<file path="src/rtl/core/frc_pkg.sv">
`timescale 1ns / 1ps

package frc_pkg;

    // Width of the signed input fields and of the reduced numerator.
    localparam int WIDTH = 32;

    // One request beat: a signed fraction.
    typedef struct packed {
        logic signed [WIDTH-1:0] numer_in;
        logic signed [WIDTH-1:0] denom_in;
    } in_t;

    // One response beat: the fraction in lowest terms.
    typedef struct packed {
        logic signed [WIDTH-1:0] numer_out;
        logic        [WIDTH-2:0] denom_out;
    } out_t;

    // A classified item as it waits between the front and the back.
    typedef struct packed {
        logic             rneg;
        logic [WIDTH-1:0] nmag;
        logic [WIDTH-1:0] dmag;
    } entry_t;

    // Sequencer of the back part.
    typedef enum logic [3:0] {
        S_IDLE  = 4'b0001,
        S_GCD   = 4'b0010,
        S_START = 4'b0100,
        S_WAIT  = 4'b1000
    } state_t;

endpackage

</file>
<file path="src/rtl/core/frc_front.sv">
`timescale 1ns / 1ps

module frc_front (
    input  logic            clk,
    input  logic            rst_n,
    input  logic            req_valid,
    output logic            req_ready,
    input  frc_pkg::in_t    req_data,
    output logic            push_valid,
    input  logic            push_ready,
    output frc_pkg::entry_t push_data
);

    localparam int W = frc_pkg::WIDTH;

    logic            ent_valid_reg;
    logic            ent_valid_next;
    frc_pkg::entry_t ent_reg;
    frc_pkg::entry_t ent_next;

    logic [W-1:0] n_raw;
    logic [W-1:0] d_raw;
    logic         nneg;
    logic         dneg;
    logic         nzero;

    assign n_raw = req_data.numer_in;
    assign d_raw = req_data.denom_in;
    assign nneg  = n_raw[W-1];
    assign dneg  = d_raw[W-1];
    assign nzero = (n_raw == '0);

    // A zero numerator is turned into 0/1 up front, so the back part
    // reduces it like any other fraction and always ends with 0/1.
    always_comb
    begin
        ent_next.rneg = nzero ? 1'b0 : (nneg ^ dneg);
        ent_next.nmag = nneg ? (~n_raw + 1'b1) : n_raw;
        if (nzero)
        begin
            ent_next.dmag = W'(1);
        end
        else
        begin
            ent_next.dmag = dneg ? (~d_raw + 1'b1) : d_raw;
        end
    end

    assign req_ready  = !ent_valid_reg || push_ready;
    assign push_valid = ent_valid_reg;
    assign push_data  = ent_reg;

    always_comb
    begin
        ent_valid_next = ent_valid_reg;
        if (req_valid && req_ready)
        begin
            ent_valid_next = 1'b1;
        end
        else if (push_ready)
        begin
            ent_valid_next = 1'b0;
        end
    end

    always_ff @(posedge clk or negedge rst_n)
    begin
        if (!rst_n)
        begin
            ent_valid_reg <= 1'b0;
        end
        else
        begin
            ent_valid_reg <= ent_valid_next;
        end
    end

    always_ff @(posedge clk)
    begin
        if (req_valid && req_ready)
        begin
            ent_reg <= ent_next;
        end
    end

endmodule

</file>
<file path="src/rtl/core/frc_fifo.sv">
`timescale 1ns / 1ps

module frc_fifo #(
    parameter int DEPTH = 2
) (
    input  logic            clk,
    input  logic            rst_n,
    input  logic            push_valid,
    output logic            push_ready,
    input  frc_pkg::entry_t push_data,
    output logic            pop_valid,
    input  logic            pop_ready,
    output frc_pkg::entry_t pop_data
);

    localparam int PW = (DEPTH > 1) ? $clog2(DEPTH) : 1;
    localparam int CW = $clog2(DEPTH + 1);

    frc_pkg::entry_t slot_reg [DEPTH];

    logic [PW-1:0] wr_ptr_reg;
    logic [PW-1:0] wr_ptr_next;
    logic [PW-1:0] rd_ptr_reg;
    logic [PW-1:0] rd_ptr_next;
    logic [CW-1:0] count_reg;
    logic [CW-1:0] count_next;
    logic          do_push;
    logic          do_pop;

    assign push_ready = (count_reg != CW'(DEPTH));
    assign pop_valid  = (count_reg != '0);
    assign pop_data   = slot_reg[rd_ptr_reg];
    assign do_push    = push_valid && push_ready;
    assign do_pop     = pop_valid && pop_ready;

    always_comb
    begin
        wr_ptr_next = wr_ptr_reg;
        rd_ptr_next = rd_ptr_reg;
        count_next  = count_reg;
        if (do_push)
        begin
            wr_ptr_next = (wr_ptr_reg == PW'(DEPTH - 1)) ? '0 : wr_ptr_reg + 1'b1;
        end
        if (do_pop)
        begin
            rd_ptr_next = (rd_ptr_reg == PW'(DEPTH - 1)) ? '0 : rd_ptr_reg + 1'b1;
        end
        if (do_push && !do_pop)
        begin
            count_next = count_reg + 1'b1;
        end
        else if (do_pop && !do_push)
        begin
            count_next = count_reg - 1'b1;
        end
    end

    always_ff @(posedge clk or negedge rst_n)
    begin
        if (!rst_n)
        begin
            wr_ptr_reg <= '0;
            rd_ptr_reg <= '0;
            count_reg  <= '0;
        end
        else
        begin
            wr_ptr_reg <= wr_ptr_next;
            rd_ptr_reg <= rd_ptr_next;
            count_reg  <= count_next;
        end
    end

    always_ff @(posedge clk)
    begin
        if (do_push)
        begin
            slot_reg[wr_ptr_reg] <= push_data;
        end
    end

endmodule

</file>
<file path="src/rtl/core/frc_divider.sv">
`timescale 1ns / 1ps

module frc_divider (
    input  logic                       clk,
    input  logic                       rst_n,
    input  logic                       start,
    input  logic [frc_pkg::WIDTH-1:0]  dividend,
    input  logic [frc_pkg::WIDTH-1:0]  divisor,
    output logic                       busy,
    output logic [frc_pkg::WIDTH-1:0]  quotient
);

    localparam int W  = frc_pkg::WIDTH;
    localparam int CW = $clog2(W + 1);

    logic          busy_reg;
    logic [CW-1:0] cnt_reg;
    logic [W-1:0]  rem_reg;
    logic [W-1:0]  quo_reg;
    logic [W-1:0]  dvs_reg;
    logic [W:0]    diff;

    // Restoring division, one quotient bit per cycle.
    assign diff     = {rem_reg, quo_reg[W-1]} - {1'b0, dvs_reg};
    assign busy     = busy_reg;
    assign quotient = quo_reg;

    always_ff @(posedge clk or negedge rst_n)
    begin
        if (!rst_n)
        begin
            busy_reg <= 1'b0;
            cnt_reg  <= '0;
        end
        else if (start)
        begin
            busy_reg <= 1'b1;
            cnt_reg  <= CW'(W);
        end
        else if (busy_reg)
        begin
            cnt_reg <= cnt_reg - 1'b1;
            if (cnt_reg == CW'(1))
            begin
                busy_reg <= 1'b0;
            end
        end
    end

    always_ff @(posedge clk)
    begin
        if (start)
        begin
            rem_reg <= '0;
            quo_reg <= dividend;
            dvs_reg <= divisor;
        end
        else if (busy_reg)
        begin
            if (!diff[W])
            begin
                rem_reg <= diff[W-1:0];
                quo_reg <= {quo_reg[W-2:0], 1'b1};
            end
            else
            begin
                rem_reg <= {rem_reg[W-2:0], quo_reg[W-1]};
                quo_reg <= {quo_reg[W-2:0], 1'b0};
            end
        end
    end

endmodule

</file>
<file path="src/rtl/core/frc_back.sv">
`timescale 1ns / 1ps

module frc_back (
    input  logic            clk,
    input  logic            rst_n,
    input  logic            pop_valid,
    output logic            pop_ready,
    input  frc_pkg::entry_t pop_data,
    output logic            rsp_valid,
    input  logic            rsp_ready,
    output frc_pkg::out_t   rsp_data
);

    localparam int W  = frc_pkg::WIDTH;
    localparam int KW = $clog2(W);
    localparam logic [W-1:0] MAXPOS = {1'b0, {(W-1){1'b1}}};

    frc_pkg::state_t state_reg;
    frc_pkg::state_t state_next;

    logic [W-1:0]  a_reg;
    logic [W-1:0]  a_next;
    logic [W-1:0]  b_reg;
    logic [W-1:0]  b_next;
    logic [KW-1:0] k_reg;
    logic [KW-1:0] k_next;
    logic [W-1:0]  g_reg;
    logic [W-1:0]  g_next;
    logic [W-1:0]  nmag_reg;
    logic [W-1:0]  dmag_reg;
    logic          rneg_reg;

    logic          out_valid_reg;
    logic          out_valid_next;
    frc_pkg::out_t out_reg;
    frc_pkg::out_t out_next;
    logic          load_out;

    logic          div_start;
    logic          busy_n;
    logic          busy_d;
    logic [W-1:0]  rn;
    logic [W-1:0]  rd;
    logic [W-1:0]  a_minus_b;
    logic [W-1:0]  b_minus_a;

    assign pop_ready = (state_reg == frc_pkg::S_IDLE);
    assign div_start = (state_reg == frc_pkg::S_START);
    assign rsp_valid = out_valid_reg;
    assign rsp_data  = out_reg;
    assign a_minus_b = a_reg - b_reg;
    assign b_minus_a = b_reg - a_reg;

    // The two quotients are formed side by side.
    frc_divider u_div_numer (
        .clk      (clk),
        .rst_n    (rst_n),
        .start    (div_start),
        .dividend (nmag_reg),
        .divisor  (g_reg),
        .busy     (busy_n),
        .quotient (rn)
    );

    frc_divider u_div_denom (
        .clk      (clk),
        .rst_n    (rst_n),
        .start    (div_start),
        .dividend (dmag_reg),
        .divisor  (g_reg),
        .busy     (busy_d),
        .quotient (rd)
    );

    assign load_out = (state_reg == frc_pkg::S_WAIT) && !busy_n && !busy_d
                      && (!out_valid_reg || rsp_ready);

    // Sign goes on the numerator; magnitudes that do not fit are clamped.
    always_comb
    begin
        if (rneg_reg)
        begin
            out_next.numer_out = ~rn + 1'b1;
        end
        else
        begin
            out_next.numer_out = (rn > MAXPOS) ? MAXPOS : rn;
        end
        out_next.denom_out = (rd > MAXPOS) ? MAXPOS[W-2:0] : rd[W-2:0];
    end

    // Binary GCD: one halving or one subtract-and-halve per cycle, with the
    // shared power of two counted in k and put back at the end.
    always_comb
    begin
        state_next = state_reg;
        a_next     = a_reg;
        b_next     = b_reg;
        k_next     = k_reg;
        g_next     = g_reg;
        unique case (state_reg)
            frc_pkg::S_IDLE:
            begin
                if (pop_valid)
                begin
                    a_next     = pop_data.nmag;
                    b_next     = pop_data.dmag;
                    k_next     = '0;
                    state_next = frc_pkg::S_GCD;
                end
            end
            frc_pkg::S_GCD:
            begin
                if (a_reg == '0 || b_reg == '0)
                begin
                    g_next     = (a_reg | b_reg) << k_reg;
                    state_next = frc_pkg::S_START;
                end
                else if (!a_reg[0] && !b_reg[0])
                begin
                    a_next = a_reg >> 1;
                    b_next = b_reg >> 1;
                    k_next = k_reg + 1'b1;
                end
                else if (!a_reg[0])
                begin
                    a_next = a_reg >> 1;
                end
                else if (!b_reg[0])
                begin
                    b_next = b_reg >> 1;
                end
                else if (a_reg >= b_reg)
                begin
                    a_next = a_minus_b >> 1;
                end
                else
                begin
                    b_next = b_minus_a >> 1;
                end
            end
            frc_pkg::S_START:
            begin
                state_next = frc_pkg::S_WAIT;
            end
            frc_pkg::S_WAIT:
            begin
                if (load_out)
                begin
                    state_next = frc_pkg::S_IDLE;
                end
            end
            default:
            begin
                state_next = frc_pkg::S_IDLE;
            end
        endcase
    end

    always_comb
    begin
        out_valid_next = out_valid_reg;
        if (load_out)
        begin
            out_valid_next = 1'b1;
        end
        else if (rsp_ready)
        begin
            out_valid_next = 1'b0;
        end
    end

    always_ff @(posedge clk or negedge rst_n)
    begin
        if (!rst_n)
        begin
            state_reg     <= frc_pkg::S_IDLE;
            out_valid_reg <= 1'b0;
        end
        else
        begin
            state_reg     <= state_next;
            out_valid_reg <= out_valid_next;
        end
    end

    always_ff @(posedge clk)
    begin
        a_reg <= a_next;
        b_reg <= b_next;
        k_reg <= k_next;
        g_reg <= g_next;
        if (pop_valid && pop_ready)
        begin
            nmag_reg <= pop_data.nmag;
            dmag_reg <= pop_data.dmag;
            rneg_reg <= pop_data.rneg;
        end
        if (load_out)
        begin
            out_reg <= out_next;
        end
    end

endmodule

</file>
<file path="src/rtl/core/fraction_reduction.sv">
// Reduces a signed fraction to lowest terms; one response beat per request beat, in order.
// The back works on one beat at a time: the binary GCD loop does one step per cycle, then
// the two dividers form both quotients and the result is loaded into the output register.
// The back takes the next beat once the last result is in the output register; the front keeps
// accepting into the queue, while it has room, as the back works and while a response waits.
// Reset (rst_n, asynchronous, active low) empties the queue and drops any pending response.
`timescale 1ns / 1ps

module fraction_reduction #(
    parameter int QUEUE_DEPTH = 2
) (
    input  logic          clk,
    input  logic          rst_n,
    input  logic          req_valid,
    output logic          req_ready,
    input  frc_pkg::in_t  req_data,
    output logic          rsp_valid,
    input  logic          rsp_ready,
    output frc_pkg::out_t rsp_data
);

    // Front to queue.
    logic            push_valid;
    logic            push_ready;
    frc_pkg::entry_t push_data;

    // Queue to back.
    logic            pop_valid;
    logic            pop_ready;
    frc_pkg::entry_t pop_data;

    // The front registers each request beat after splitting it into sign and
    // magnitudes, and it folds the zero-numerator case into the fraction 0/1.
    frc_front u_front (
        .clk        (clk),
        .rst_n      (rst_n),
        .req_valid  (req_valid),
        .req_ready  (req_ready),
        .req_data   (req_data),
        .push_valid (push_valid),
        .push_ready (push_ready),
        .push_data  (push_data)
    );

    // A short queue lets the front keep taking beats while the back iterates.
    frc_fifo #(
        .DEPTH (QUEUE_DEPTH)
    ) u_queue (
        .clk        (clk),
        .rst_n      (rst_n),
        .push_valid (push_valid),
        .push_ready (push_ready),
        .push_data  (push_data),
        .pop_valid  (pop_valid),
        .pop_ready  (pop_ready),
        .pop_data   (pop_data)
    );

    // The back finds the GCD with a binary GCD loop, divides both magnitudes
    // by it with two bit-serial dividers, and holds the result in an output
    // register until the response beat is taken.
    frc_back u_back (
        .clk       (clk),
        .rst_n     (rst_n),
        .pop_valid (pop_valid),
        .pop_ready (pop_ready),
        .pop_data  (pop_data),
        .rsp_valid (rsp_valid),
        .rsp_ready (rsp_ready),
        .rsp_data  (rsp_data)
    );

endmodule

</file>
<file path="config.mk">
export PLATFORM = sky130hd
export DESIGN_NAME = fraction_reduction
export DESIGN_NICKNAME = d
export VERILOG_FILES = /design/src/rtl/core/frc_pkg.sv /design/src/rtl/core/frc_front.sv /design/src/rtl/core/frc_fifo.sv /design/src/rtl/core/frc_divider.sv /design/src/rtl/core/frc_back.sv /design/src/rtl/core/fraction_reduction.sv
export SDC_FILE = /design/constraint.sdc
export NUM_CORES = 1
export LEC_CHECK = 0
export BUFFER_PORTS_ARGS = -buffer_cell sky130_fd_sc_hd__buf_4
export CORE_ASPECT_RATIO = 2
export CORE_MARGIN = 5
export CORE_UTILIZATION = 63
export DETAILED_ROUTE_END_ITERATION = 12
export PLACE_DENSITY = 0.79
export SYNTH_ARGS = -nofsm -noshare
export SYNTH_HDL_FRONTEND = slang
export SYNTH_SLANG_ARGS = --single-unit
export TNS_END_PERCENT = 20
</file>
<file path="constraint.sdc">
create_clock -name clk -period 7.8 [get_ports clk]
set_input_delay 0 -clock clk [delete_from_list [all_inputs] [get_ports clk]]
set_output_delay 0 -clock clk [all_outputs]
set_load 0.02 [all_outputs]
</file>
Word-level counts from Yosys, hierarchy flattened
Memory sizes are Yosys's and may differ from the RTL's.
Cells that the tools add are included.
{"block": "totals", "ramBits": 130, "mem_count": 1, "word_cells": 164, "rom_bits": 0, "reg_bits": 478, "output_inout_bits": 65, "latch_bits": 0, "inputBits": 68}
{"name": "u_queue.slot_reg", "depth": 2, "word_bits": 65, "read_ports": 1, "rd_clocked_by_memory_dff": 0, "wr": 1, "line_no": "frc_fifo.sv:19", "source": "frc_pkg::entry_t slot_reg [DEPTH];"}
{"block": "op_classes", "n_bitwise": 6, "multipliers": 0, "add_sub_neg": 14, "reduce_logical": 38, "order_cmp": 3, "n_mux": 54, "div_mod_pow": 0, "shift": 1, "n_eq_ne": 16}
{"cell": "$mux 32", "count": 20}
{"cell": "$pmux 32 s2", "count": 2}
{"cell": "$add 32x1->32 const B", "count": 3}
{"cell": "$logic_not 32->1", "count": 3}
{"cell": "$not 32->32", "count": 3}
{"cell": "$sub 33x32->33", "count": 2}
{"cell": "$gt 32x31->1 const B", "count": 2}
{"cell": "$sub 32x32->32", "count": 2}
{"cell": "$mux 31", "count": 2}
{"cell": "$ge 32x32->1", "count": 1}
{"cell": "$or 32x32->32", "count": 1}
{"cell": "$shl 32x5->32", "count": 1}
{"cell": "$mux 6", "count": 4}
{"cell": "$mux 1", "count": 16}
{"cell": "$pmux 4 s4", "count": 1}
{"cell": "$mux 5", "count": 3}
{"cell": "$reduce_bool 2->1", "count": 7}
{"cell": "$eq 6x1->1 const B", "count": 2}
{"cell": "$mux 4", "count": 3}
{"cell": "$ne 4x4->1 const B", "count": 3}
{"cell": "$sub 6x1->6 const B", "count": 2}
{"cell": "$pmux 5 s2", "count": 1}
{"cell": "$reduce_and 5->1", "count": 2}
{"cell": "$logic_and 1x1->1", "count": 9}
{"cell": "20 further kinds", "count": 37}

Longest topological paths before layout
{"block": "logic_depth", "ltp_word": 7, "depth_mapped": 15, "ltp_nobuf": 13}

Hierarchy
Synthesis repeated with hierarchy kept, for this count alone.
{"block": "hier_totals", "hier_cells": 3117, "area_unflattened_um2": 35800.6}
{"module": "frc_back", "area_per_inst_um2": 15304.7, "seq_area_each_um2": 7003.0, "instances": 1, "cells_each": 1445}
{"module": "frc_divider at u_back.u_div_denom", "area_per_inst_um2": 5993.2, "seq_area_each_um2": 2737.6, "instances": 1, "cells_each": 563}
{"module": "frc_divider at u_back.u_div_numer", "area_per_inst_um2": 5856.9, "seq_area_each_um2": 2737.6, "instances": 1, "cells_each": 578}
{"module": "frc_fifo", "area_per_inst_um2": 5046.1, "seq_area_each_um2": 4003.8, "instances": 1, "cells_each": 220}
{"module": "frc_front", "area_per_inst_um2": 3599.7, "seq_area_each_um2": 1976.9, "instances": 1, "cells_each": 311}

Worst setup path after synthesis
Ideal clock, no wire load.
{"block": "synth_timing", "path_type": "flip-flop to flip-flop", "start": "register u_back.state_reg[0]", "end": "register u_queue.count_reg[1]", "period_less_slack_ns": 6.326, "path_stages_with_launch": 8, "t_required_ns": 7.721, "n_path_buf": 0, "arrival_ns": 6.246, "slack_ns": 1.474, "setup_ns": 0.079, "cell_sequence": "dfstp_2 -> o211ai_1 -> nor3_1 -> inv_1 -> ha_1 -> xor2_1 -> nor2_1 -> xor2_1"}
{"block": "synth_via", "elab_chain_cells": 5, "elab_cells_between_ends": 7, "cone_classes": "eq/ne: 1; mux: 1; reduce/logical: 5"}
{"element": "start: declaration", "line_no": "frc_back.sv:18", "source": "frc_pkg::state_t state_reg;"}
{"element": "start signal: assignment", "line_no": "frc_back.sv:177", "source": "state_reg <= frc_pkg::S_IDLE;"}
{"element": "start signal: assignment", "line_no": "frc_back.sv:182", "source": "state_reg <= state_next;"}
{"element": "$eq 4x1->1 (*)", "line_no": "frc_back.sv:47", "source": "assign pop_ready = (state_reg == frc_pkg::S_IDLE);"}
{"element": "$logic_and 1x1->1 (*)", "line_no": "frc_fifo.sv:34", "source": "assign do_pop = pop_valid && pop_ready;"}
{"element": "named net u_queue.do_pop", "line_no": "frc_fifo.sv:28", "source": "logic do_pop;"}
{"element": "$logic_not 1->1", "line_no": "frc_fifo.sv:49", "source": "if (do_push && !do_pop)"}
{"element": "$logic_and 1x1->1", "line_no": "frc_fifo.sv:49"}
{"element": "$mux 2 or $reduce_bool 2->1 (tied branches)"}
{"element": "end signal: assignment", "line_no": "frc_fifo.sv:71", "source": "count_reg <= count_next;"}
{"element": "end: declaration", "line_no": "frc_fifo.sv:25", "source": "logic [CW-1:0] count_reg;"}
The timed path passes the listed nets; every way through them passes the cells marked *.
A chain may end at the register's enable or synchronous reset.

Final worst setup path
{"block": "layout_timing", "start": "register u_back.u_div_numer.quo_reg[31] (netlist: u_back.u_div_numer.quotient[31])", "end": "register u_back.u_div_numer.rem_reg[3]"}
{"block": "layout_via", "elab_chain_cells": 2}
{"element": "start: declaration", "line_no": "frc_divider.sv:19", "source": "logic [W-1:0] quo_reg;"}
{"element": "start signal: assignment", "line_no": "frc_divider.sv:55", "source": "quo_reg <= dividend;"}
{"element": "start signal: assignment", "line_no": "frc_divider.sv:63", "source": "quo_reg <= {quo_reg[W-2:0], 1'b1};"}
{"element": "start signal: assignment", "line_no": "frc_divider.sv:68", "source": "quo_reg <= {quo_reg[W-2:0], 1'b0};"}
{"element": "$sub 33x32->33", "line_no": "frc_divider.sv:24", "source": "assign diff = {rem_reg, quo_reg[W-1]} - {1'b0, dvs_reg};"}
{"element": "$mux 32", "line_no": "frc_divider.sv:60", "source": "if (!diff[W])"}
{"element": "end signal: assignment", "line_no": "frc_divider.sv:62", "source": "rem_reg <= diff[W-1:0];"}
{"element": "end signal: assignment", "line_no": "frc_divider.sv:67", "source": "rem_reg <= {rem_reg[W-2:0], quo_reg[W-1]};"}
{"element": "end: declaration", "line_no": "frc_divider.sv:18", "source": "logic [W-1:0] rem_reg;"}
Every way passes these cells.

==> run metrics <==
vias in the first global route=27.3k; CORE AREA=53,500 sq um; commonest non-fill, non-tap cells in the layout=edfxtp_1, nand2_1, nor2_1, a21oi_1, inv_1; Post-DRT Antenna Nets=0; WP data arrival=5110 ps; switching part of the total power=24.2%; H-Tree Depth=2; status=completed; syn_area_per_cell=10.7 sq um; Mapped Area=33,900 sq um; sequential power share=55.1%; layout cell share with drive strength beyond 1=12.8%; Clock power frac=37.2%; Ys Warns=0; Post-synth EDFFs=520; Max Freq=216 MHz; placed insts=3,843; DR vias/cell=6.54; Seq cells post-synth=608; area grow syn2layout=13.0%; critical path class=reg2reg; ys async rst share=3.95%; post-detailed-routing wire length=110,000 um; Avg WL per Cell=27.0 um; slew at the pin closest to its max-slew limit=1220 ps; post-layout net count=3,579; Most used DFF post-synth=edfxtp_1; final setup TNS=0 ps; grt ovf=0; Initial DRC Count=2,501; max_slew headroom=17.7%; Ports=133; TritonCTS clock tree=yes; Final Hold Fails=0; fin. max-slew vios=0; buffers added on ports=132; number of flip-flops in the largest register=130; Pre-Repair DR Iteration Count=7; commonest non-fill, non-tap cell in the layout=edfxtp_1; insertion delay to the later sink of the worst-skew pair=660 ps; final number of setup-violating endpoints=0; Psw=0.00175 W; Worst setup SP type=register; first-pass GRT wire length=162,000 um; Net Count, Synth=3,404; final worst path period share=59.3%; largest net degree at the start of global routing=84; combinational group share of total power=7.7%; top post-synthesis cells by area=edfxtp_1, ha_1, dfxtp_1, a21oi_1, xnor2_1; Tmin final=4630 ps; Clock Tree Root=clkbuf_16; worst vdd ir=0.305 mV; hpwl dp=79,200 um; final core occ=71.6%; CTS buffer count=53; Die W=174 um; Worst Path Required=8280 ps; initial antenna violation count=3; Power Dens Cells=189 nW/um^2; die area=58,800 sq um; Bufs on Longest Clock Path=3; via count=26.5k; WHS=35.0 ps; internal power=0.00549 W; post-synth top area share=46.1%; clk slew on worst S/H paths=80 ps; dominant cell type by area after synthesis=edfxtp_1; site row count=120; Setup Skew=44.3 ps; Distinct cells, synth=79; crit path max fanout=27; total of max-cap violations=0; Total GRT Usage=36.4%; Hold/Removal Path Class=in2reg; Post-Syn Instances=3,163; PostCTS Resize Cnt=0; Seq/Total Area, Yosys=51.7%; fin cells=4,056; Initial Util=63.4%; Vert. Die Dim=338 um; CP endpoint kind=register; leakage=14.4 nW; DRC viols=0; RSZ-0062 raised after global routing=false; GPL Wtd Cong=1.01; clock sink count=608
-- cell type report --
class / instances / area (sq um)
Antenna cell: 4 / 10.0
Clock buffer: 69 / 1410
Clock inverter: 29 / 325
Fill cell: 3632 / 15200
Inverter: 173 / 652
Multi-Input combinational cell: 2222 / 15200
Sequential cell: 608 / 17500
Tap cell: 671 / 840
Timing Repair Buffer: 280 / 2390
-- cell families (layout without fill, tap and decap cells) --
logic type / Yosys count / in the layout / synth area share [%]
other: 0 / 4 / 0
DFF: 608 / 608 / 51.7
buffers and inverters: 333 / 551 / 3.81
muxes: 175 / 175 / 6.42
and+or+nand+nor: 962 / 962 / 13.3
xor gates and xnor gates: 189 / 189 / 4.89
adders and majority gates: 173 / 173 / 6.48
AOI/OAI and AO/OA: 723 / 723 / 13.4
-- repair_timing --
item	CTS	global route
hold endpoints to repair	91	0
setup buffers	0	0
hold buffers	111	0
-- worst max-delay path, cell delays in order (launching register included) --
cell and delay, ps:
edfxtp_1 380, inv_1 90, ha_1 220, fa_1 410, nand2b_1 190, a21oi_1 240
o21ai_0 240, a211oi_1 550, o211ai_1 370, o221ai_1 470, xor2_4 440, buf_4 500
mux2i_1 280, a21oi_1 90
-- Yosys cell counts (35+ instances only) --
cell	number
o21ai_0	148
nor4_1	43
clkbuf_1	142
mux2i_1	71
nor2_1	285
mux2_2	78
nor3_1	67
nand2_1	307
edfxtp_1	520
inv_1	170
a21oi_1	253
xnor2_1	135
dfxtp_1	64
xor2_1	54
a221oi_1	42
a21o_1	44
ha_1	169
or2_2	40
nand2b_1	35
-- layer usage --
metal	vias to the layer above	share of wire [%]	global-route usage, %
li1	11880	-	-
met1	12771	30	33.0
met2	1351	54	69.4
met3	515	5.4	5.13
met4	2	11	31.8
met5	-	0.0073	0
-- final timing paths --
check	startpoint	to	slack, ps	cells past startpoint
setup / recovery	u_back.u_div_numer.quotient[31]$_DFFE_PP_	u_back.u_div_numer.rem_reg[3]$_SDFFE_PP0P_	3170	13
hold / removal	req_data[31]	u_front.push_data[15]$_SDFFCE_PP0P_	40	4
setup reg to reg	u_back.u_div_numer.quotient[31]$_DFFE_PP_	u_back.u_div_numer.rem_reg[3]$_SDFFE_PP0P_	3170	13
hold reg to reg	u_back.g_reg[1]$_SDFFCE_PP0P_	u_back.u_div_numer.dvs_reg[1]$_DFFE_PP_	410	0
max in group asynchronous	rst_n	u_queue.rd_ptr_reg$_DFFE_PN0P_	7140	4
min in group asynchronous	rst_n	u_queue.count_reg[0]$_DFFE_PN0P_	460	4
-- stage by stage --
step	setup WS (ps)	area, sq um	power (W)
2_1_floorplan	1470	33900	0.00429
3_3_place_gp	3350	35400	0.00447
3_5_place_dp	3300	35400	0.00452
4_1_cts	3270	38300	0.00721
5_1_grt	2850	38300	0.00744
6_report	3170	38300	0.00724
-- power by group through the flow --
| stage | logic (W) | clock network, W | registers, W |
|---|---|---|---|
| 6_report | 0.000555 | 0.00270 | 0.00399 |
| 2_1_floorplan | 0.000271 | 0 | 0.00402 |
| 4_1_cts | 0.000539 | 0.00269 | 0.00398 |
| 3_3_place_gp | 0.000455 | 0 | 0.00402 |
| 3_5_place_dp | 0.000470 | 0 | 0.00405 |
| 5_1_grt | 0.000583 | 0.00285 | 0.00401 |
Note: power is estimated with default switching activity, not from simulation.
